<file path="config.mk">
export PLATFORM = sky130hd
export DESIGN_NAME = drrip_victim
export DESIGN_NICKNAME = d
export VERILOG_FILES = /design/src/hdl/drrip_victim.sv
export SDC_FILE = /design/constraint.sdc
export NUM_CORES = 1
export LEC_CHECK = 0
export BUFFER_PORTS_ARGS = -buffer_cell sky130_fd_sc_hd__buf_2
export CORE_MARGIN = 10
export CORE_UTILIZATION = 37
export DETAILED_ROUTE_END_ITERATION = 8
export GPL_ROUTABILITY_DRIVEN = 0
export PLACE_DENSITY = 0.71
export SLEW_MARGIN = 20
export SYNTH_ARGS = -nofsm -noshare
export SYNTH_HDL_FRONTEND = slang
export SYNTH_SLANG_ARGS = --single-unit
</file>
<file path="constraint.sdc">
create_clock -name vclk -period 5.1
set_clock_uncertainty 0.1 [all_clocks]
set_input_delay 1.02 -clock vclk [all_inputs]
set_output_delay 1.02 -clock vclk [all_outputs]
set_load 0.03 [all_outputs]
</file>
<file path="src/hdl/drrip_victim.sv">
// victim selection and aging for one set row of rrpv values
// standalone, no package needed
`default_nettype none

module drrip_victim #(
  parameter int WAYS      = 16,
  parameter int RRPV_BITS = 2
) (
  input  wire logic [WAYS*RRPV_BITS-1:0] row_i,
  output logic      [WAYS*RRPV_BITS-1:0] aged_row_o,
  output logic      [$clog2(WAYS)-1:0]   victim_o
);

  localparam int NumVals = 1 << RRPV_BITS;
  localparam int WayIdxW = $clog2(WAYS);
  localparam logic [RRPV_BITS-1:0] Dist = {RRPV_BITS{1'b1}};

  logic [NumVals-1:0]   present;
  logic [RRPV_BITS-1:0] top;
  logic [RRPV_BITS-1:0] add;
  logic                 found;

  always_comb begin
    present = '0;
    for (int w = 0; w < WAYS; w++) begin
      present[row_i[w*RRPV_BITS +: RRPV_BITS]] = 1'b1;
    end
    top = '0;
    for (int v = 0; v < NumVals; v++) begin
      if (present[v]) begin
        top = RRPV_BITS'(v);
      end
    end
    add = Dist - top;
    for (int w = 0; w < WAYS; w++) begin
      aged_row_o[w*RRPV_BITS +: RRPV_BITS] = row_i[w*RRPV_BITS +: RRPV_BITS] + add;
    end
    found    = 1'b0;
    victim_o = '0;
    for (int w = 0; w < WAYS; w++) begin
      if (!found && row_i[w*RRPV_BITS +: RRPV_BITS] == top) begin
        victim_o = WayIdxW'(w);
        found    = 1'b1;
      end
    end
  end

endmodule

`default_nettype wire

</file>
==> results.ini, run 1 <==
[power]
power.leakage_uw = 0.000793
power.density_mw_per_mm2 = 99.9
irDropWorstVdd_mv = 0.0662

[final_layout]
regArea_um2 = 0
syn_to_final_growth_pct = 38.4
final_nets = 273
antennaDiodeCount = 0
final_util_pct = 53.8
seq_cells = 0
drive_gt1_share_pct = 37.4
final_cell_mix = buf_2 (68), inv_1 (18), ha_1 (17), nor2_1 (16), xnor2_1 (15)
fill_cells = 295
final_common_cell = buf_2
nClkBuffers = 0

[global_routing]
gr-usage-met2_pct = 26.2
use_met3_pct = 2.42
grt-busiest-layer = met2
grt_pass1_vias = 1451
grt_pass1_wl_mm = 6.53
grt_remaining_overflow = 0
gr-usage-met1_pct = 16.4
gr-usage-all-layers_pct = 14.0
grt_max_degree = 18
antenna_found_initial = 0

[setup_path]
cp-start-kind = primary input
path_common_cell = buf_2
cp_slowest_cell = a2111oi_1
end_kind = output pin
required_ps = 3980
critPathKind = in2out
crit_arrival_ps = 3800
crit_end = victim_o[1]
crit_start = row_i[14]
critical_path.max_stage_delay_ps = 370
cp_cell_sequence = buf_2 -> and2b_1 -> a2111oi_1 -> nand4_1 -> a31oi_2 -> nor2_4 -> ha_1 -> o21ai_0 -> a221o_1 -> a211o_1 -> a31oi_1 -> buf_2
path_max_fanout = 17

[sta]
rsz0062_at_grt = no
tns_ps = 0
setup_violations = 0
period_share_pct = 96.5
slew-limit-headroom_pct = 67.8
drv_slew = 0
max_slew.worst_pin.slew_ps = 478
hold_violations = 0
fin_crit_ps = 4920
whs_ps = 2380
layout_setup_ws_ps = 179
fmax_mhz = 203

[status]
status = complete, no violations

[synthesis]
synth.top_cell.area_share_pct = 19.8
netlist_top_cells_area = ha_1 (20%), xnor2_1 (12%), inv_1 (6.3%)
synth_fp_nets = 201
ys_types = 38
synth.largest_area_cell = ha_1
ys_seq_area_share_pct = 0
netlist_area_mm2 = 0.00107
syn_inst = 152
avgSynthCellArea_um2 = 7.05
synth_warnings = 0

[drt]
wl_per_cell_um = 16.0
route.detailed.drc = 0
first_iter_violations = 68
vias = 1391
postRouteAntennaNets = 0
vias_per_cell = 5.50
finalWirelength_mm = 4.05
drtPass1Iterations = 4

[placement]
dp_slack_ps = 75.3
dpl.hpwl_mm = 3.51
portBuffers = 68

[floorplan]
dieHeight_um = 73.8
pin_count = 68
rows = 19
die_w_um = 73.8
core_area_mm2 = 0.00276
die_area_mm2 = 0.00545
initial_core_util_pct = 38.9

[flow_run]
drv_cap = 0

[hold_path]
min_path_type = in2out

[clock_tree]
cts_hold_buf = 0
postCtsSetupBuffers = 0

==> how the worst min path moves through the flow <==
stage                     startpoint       endpoint  slack [ps]  cells after the start
after CTS                   row_i[6]  aged_row_o[6]        2380                      3
after detailed placement    row_i[6]  aged_row_o[6]        2390                      3
after global routing        row_i[6]  aged_row_o[6]        2400                      3
after global placement      row_i[6]  aged_row_o[6]        2380                      3
final                       row_i[6]  aged_row_o[6]        2380                      3
after floorplan             row_i[1]    victim_o[1]        2200                      3
==> cells by family (layout without fill, tap and decap cells) <==
family	count (synthesis)	count (layout)	share of synthesized area, %
compound gates	51	51	33.6
xor+xnor	16	16	13.1
fa+ha+maj	17	17	19.8
buf+inv	21	91	8.17
simple gates	47	47	25.3
==> final cells by class <==
cell class | count | area (um2) | share of cell area (%)
timing repair buffer | 73 | 378 | 25.5
multi-input combinational | 131 | 1000 | 67.4
tap | 31 | 38.8 | 2.61
inverter | 18 | 67.6 | 4.55
==> routing by layer <==
layer  vias up  share of wire (%)
met2        37                 51
met4         0               0.72
met3         4                5.7
li1        705                  -
met5         -                  0
met1       645                 43
==> synthesized netlist by cell type, types with 2 or more instances <==
library cell,n
a21oi_1,2
nand4_1,3
o21ai_0,8
a211o_1,2
o21a_1,3
nand3_1,2
a31oi_1,3
o22ai_1,6
nand3b_1,3
nor2_1,17
ha_1,17
a221oi_1,6
xnor2_1,15
nor2b_1,5
and2b_2,4
a2111oi_1,2
inv_1,18
a22o_1,3
nand2_1,3
and2b_1,3
o21ai_1,8
nand2b_1,2
a211oi_1,2
==> report_power, final <==
part	leakage [uW]	internal [uW]	switching [uW]
registers	0	0	0
clock network	0	0	0
logic	0.000793	53.4	94.9
total	0.000793	53.4	94.9
==> per-stage QoR <==
step | area (um2) | power [uW] | cells
3_5_place_dp | 1470 | 148 | 253
4_1_cts | 1470 | 148 | 253
6_report | 1480 | 148 | 253
3_3_place_gp | 1470 | 147 | 253
2_1_floorplan | 1070 | 97.5 | 152
5_1_grt | 1480 | 161 | 253
==> critical path, delay by kind of cell <==
| kind | cells | cell delay [ps] |
|---|---|---|
| AO/OA/AOI/OAI | 6 | 1590 |
| buffers and inverters | 2 | 360 |
| AND/OR/NAND/NOR | 3 | 520 |
| adder cells (fa/ha/maj) | 1 | 320 |
==> what timing repair did <==
action / CTS / global route
endpoints found under the hold margin: 0 / 0
endpoints found under the setup margin: 0 / 4
gates resized for setup: 0 / 3
Power figures use the tool's default switching activity.
==> run 2: changes to the inputs <==
ABC_AREA = 0   (was unset)
PLACE_DENSITY = unset   (was 0.71)
PLACE_DENSITY_LB_ADDON = 0.08   (was unset)
RECOVER_POWER = 100   (was unset)
==> run 2 against run 1 <==
Die area unchanged. Combinational power about the same. Non-clock buffer count unchanged. Sequential cell count unchanged. Sequential share of layout area unchanged. Final cell count unchanged. Power down 1.1%. Critical path depth unchanged. Largest cell class unchanged.
==> results.ini, run 2 (same netlist as run 1, synthesis figures left out) <==
[status]
status = complete, no violations

[global_routing]
grt_pass1_vias = 1420  ; -2.1%
grt_remaining_overflow = 0  ; unchanged
grt_max_degree = 18  ; unchanged
grt_pass1_wl_mm = 6.68  ; +2.2%
gr-usage-all-layers_pct = 14.6  ; +0.57 points
antenna_found_initial = 0  ; unchanged

[setup_path]
path_max_fanout = 17  ; unchanged
critPathKind = in2out
end_kind = output pin
cp-start-kind = primary input
required_ps = 3980  ; about the same
crit_arrival_ps = 3770  ; -30 ps

[floorplan]
initial_core_util_pct = 38.9  ; unchanged
dieHeight_um = 73.8  ; unchanged
rows = 19  ; unchanged
die_w_um = 73.8  ; unchanged
pin_count = 68  ; unchanged
die_area_mm2 = 0.00545  ; unchanged
core_area_mm2 = 0.00276  ; unchanged

[placement]
dpl.hpwl_mm = 3.65  ; +3.9%
portBuffers = 68  ; unchanged
dpl.cell_count = 253  ; unchanged
dp_slack_ps = 4.64  ; -70.7 ps

[power]
irDropWorstVdd_mv = 0.0605  ; -8.5%
power.density_mw_per_mm2 = 101  ; +0.86%
switchingPower_uw = 96.4  ; +1.6%
p_clk_share_pct = 0  ; unchanged
p_sw_share_pct = 65.7  ; +1.7 points
p_int_uw = 50.3  ; -5.8%
seqPwrFrac_pct = 0  ; unchanged
power.leakage_uw = 0.000714  ; -10%
comb_power_share_pct = 100.0  ; about the same

[sta]
setup_violations = 0  ; unchanged
layout_setup_ws_ps = 213  ; +34.3 ps
fin_crit_ps = 4890  ; -34.3 ps
slew-limit-headroom_pct = 68.8  ; +0.94 points
hold_violations = 0  ; unchanged
max_slew.worst_pin.slew_ps = 468  ; -10.2 ps
fmax_mhz = 205  ; +0.70%
drv_slew = 0  ; unchanged
period_share_pct = 95.8  ; -0.67 points

[hold_path]
worstHoldStart = row_i[0]
hold_path_depth = 3  ; unchanged
hold_end = aged_row_o[0]
min_path_type = in2out

[clock_tree]
cts_hold_buf = 0  ; unchanged
cts-resized-gates = 0  ; unchanged
postCtsSetupBuffers = 0  ; unchanged

[drt]
route.detailed.drc = 0  ; unchanged
finalWirelength_mm = 4.21  ; +4.0%
drtPass1Iterations = 4  ; unchanged
vias = 1413  ; +1.6%
wl_per_cell_um = 16.6  ; +4.0%
first_iter_violations = 63  ; -7.4%
vias_per_cell = 5.58  ; +1.6%
postRouteAntennaNets = 0  ; unchanged

[final_layout]
final_nets = 273  ; unchanged
fill_cells = 305  ; +3.4%
drive_gt1_share_pct = 25.2  ; -12 points
layoutNonFillerInstCount = 253  ; unchanged
antennaDiodeCount = 0  ; unchanged
final_common_cell = buf_2
seq_cells = 0  ; unchanged
final_cell_mix = buf_2 (37), clkbuf_1 (29), inv_1 (18), ha_1 (17), nor2_1 (16)
regArea_um2 = 0  ; unchanged
nClkBuffers = 0  ; unchanged
syn_to_final_growth_pct = 35.7

[flow_run]
drv_cap = 0  ; unchanged

## run 2: layout make-up
cell class,count,area (um2),share of cell area (%)
Tap cell,31,38.8,2.67
Timing Repair Buffer,73,339,23.3
Inverter,18,67.6,4.64
Multi-Input combinational cell,131,1010,69.4
## run 2: metal layers
metal	global-route usage, %	up-vias	share of wire [%]
met3	2.69	2	7.0
met4	0.828	0	0.50
met1	17.2	659	42
met5	0	-	0
li1	-	709	-
met2	27.3	43	50
## run 2: how the worst max path moves through the flow
stage / start / endpoint / slack (ps)
after global placement: row_i[6] / victim_o[1] / 50
after CTS: row_i[7] / victim_o[1] / 4
after global routing: row_i[26] / victim_o[1] / -20
after detailed placement: row_i[6] / victim_o[1] / 5
final: row_i[3] / victim_o[1] / 210
after floorplan: row_i[12] / victim_o[1] / 120
## run 2: worst max-delay path, cell delays in order
cell	delay, ps
buf_2	130
nor2b_1	140
a2111oi_2	380
nand4_1	190
a31oi_2	240
nor2_4	140
ha_1	320
o21ai_0	180
a221o_1	370
a211o_1	260
a31oi_1	170
buf_2	220
## run 2: per-stage QoR
| step | hold WS (ps) | area, um2 | total power [uW] | util, % | TNS, ps |
|---|---|---|---|---|---|
| 6_report | 2380 | 1460 | 147 | 52.8 | 0 |
| 5_1_grt | 2420 | 1460 | 160 | 52.8 | -21.1 |
| 4_1_cts | 2380 | 1470 | 149 | 53.4 | 0 |
| 3_5_place_dp | 2380 | 1470 | 149 | 53.4 | 0 |
| 3_3_place_gp | 2380 | 1470 | 147 | 53.4 | 0 |
| 2_1_floorplan | 2200 | 1070 | 97.5 | - | 0 |
## run 2: power groups by stage
| stage | Combinational (uW) | Clock (uW) | Sequential (uW) |
|---|---|---|---|
| floorplan | 97.5 | 0 | 0 |
| global placement | 147 | 0 | 0 |
| detailed placement | 149 | 0 | 0 |
| CTS | 149 | 0 | 0 |
| global route | 160 | 0 | 0 |
| finish | 147 | 0 | 0 |
==> run 3: changes to the inputs <==
CORE_MARGIN = unset   (was 10)
==> run 3 against run 2 <==
Final cell count is the same. Fmax fell by 0.98%. Sequential share of layout area unchanged. Final area increased by 0.17%. Non-clock buffer count stayed put. Critical path depth unchanged. Global-route usage is 7.8 points higher. Wire length fell by 14%. Worst setup slack lost 48 ps. Hold slack worse by 9.7 ps. Power down 0.75%. Largest cell class unchanged.
==> results.ini, run 3 (same netlist as run 1, synthesis figures left out) <==
[final_layout]
seq_cells = 0  ; unchanged
final_common_cell = buf_2
final_util_pct = 52.9  ; +0.091 points
multiInputGateArea_mm2 = 0.00101  ; unchanged
regArea_um2 = 0  ; unchanged
final_nets = 273  ; unchanged
nClkBuffers = 0  ; unchanged
antennaDiodeCount = 0  ; unchanged
final_cell_mix = buf_2 (37), clkbuf_1 (29), inv_1 (18), ha_1 (17), nor2_1 (16)
layoutNonFillerInstCount = 253  ; unchanged
drive_gt1_share_pct = 25.2  ; unchanged
syn_to_final_growth_pct = 35.9
fill_cells = 326  ; +6.9%

[setup_path]
crit_start = row_i[12]
required_ps = 3980  ; about the same
end_kind = output pin
cp-start-kind = primary input
critPathKind = in2out
crit_arrival_ps = 3820  ; +50 ps
path_max_fanout = 17  ; unchanged

[sta]
hold_violations = 0  ; unchanged
setup_violations = 0  ; unchanged
drv_slew = 0  ; unchanged
fin_crit_ps = 4940  ; +48.3 ps
period_share_pct = 96.8  ; +0.95 points
slew-limit-headroom_pct = 64.7  ; -4.1 points
max_slew.worst_pin.slew_ps = 524  ; +56.5 ps
rsz0062_at_grt = no
tns_ps = 0  ; unchanged
fmax_mhz = 203  ; -0.98%

[global_routing]
grt_remaining_overflow = 0  ; unchanged
grt_pass1_wl_mm = 5.78  ; -14%
grt_max_degree = 18  ; unchanged
grt_pass1_vias = 1310  ; -7.7%
gr-usage-all-layers_pct = 22.4  ; +7.8 points
antenna_found_initial = 0  ; unchanged

[hold_path]
worstHoldStart = row_i[0]
min_path_type = in2out
hold_path_depth = 3  ; unchanged

[drt]
wl_per_cell_um = 14.3  ; -14%
first_iter_violations = 34  ; -46%
route.detailed.drc = 0  ; unchanged
vias_per_cell = 5.51  ; -1.3%
postRouteAntennaNets = 0  ; unchanged
finalWirelength_mm = 3.61  ; -14%
drtPass1Iterations = 4  ; unchanged
vias = 1394  ; -1.3%

[floorplan]
die_area_mm2 = 0.00312  ; -43%
pin_count = 68  ; unchanged
core_area_mm2 = 0.00276  ; unchanged
dieHeight_um = 55.8  ; -24%
die_w_um = 55.8  ; -24%
rows = 19  ; unchanged
initial_core_util_pct = 38.9  ; unchanged

[clock_tree]
postCtsSetupBuffers = 0  ; unchanged

[power]
irDropWorstVdd_mv = 0.0522  ; -14%
power.leakage_uw = 0.000715  ; +0.13%
power.density_mw_per_mm2 = 99.9  ; -0.92%

[placement]
dpl.hpwl_mm = 3.09  ; -15%
dpl.cell_count = 253  ; unchanged
portBuffers = 68  ; unchanged

[status]
status = complete, no violations

[flow_run]
drv_cap = 0  ; unchanged

## run 3: cell count changes in the layout (fill, tap and decap cells not counted), sizes merged
cell and change:
buf +1, clkbuf -1
## run 3: layout make-up
| type | count | area share, % |
|---|---|---|
| Inverter | 18 | 4.64 |
| Timing Repair Buffer | 73 | 23.4 |
| Tap cell | 31 | 2.66 |
| Multi-Input combinational cell | 131 | 69.3 |
## run 3: path summary, 6_finish.rpt
path	slack, ps	to
max	160	victim_o[1]
min	2370	aged_row_o[0]
## run 3: per-stage QoR
stage                     worst slack, ps  hold slack, ps  total power, uW  cell area [um2]
after floorplan                       124            2200             97.5             1070
after global placement               25.7            2370              145             1470
after detailed placement             14.7            2370              147             1470
after CTS                            5.94            2380              147             1470
after global routing                 17.0            2410              158             1460
final                                 165            2370              146             1460
## run 3: routing by layer
layer  up-vias  global-route usage, %  share of wire [%]
met5         -                      0                  0
met4         0                   2.09               0.50
met3         2                  0.233                4.2
met2        41                   42.7                 50
met1       643                   29.1                 45
li1        708                      -                  -
## run 3: what timing repair did
action	in CTS	in global routing
gates resized for setup	0	5
endpoints found under the setup margin	0	4
hold buffers	0	0
## run 3: worst max-delay path, cell delays in order
cell       delay (ps)
buf_2             130
and2b_2           230
a2111oi_2         320
nand4_1           190
a31oi_2           250
nor2_4            150
ha_1              330
o21ai_0           180
a221o_1           370
a211o_1           260
a31oi_1           170
buf_2             220
## run 3: power breakdown
part	total, uW	leakage [uW]	switching [uW]	internal (uW)
sequential	0	0	0	0
clock	0	0	0	0
combinational	146	0.000715	95.4	50.2
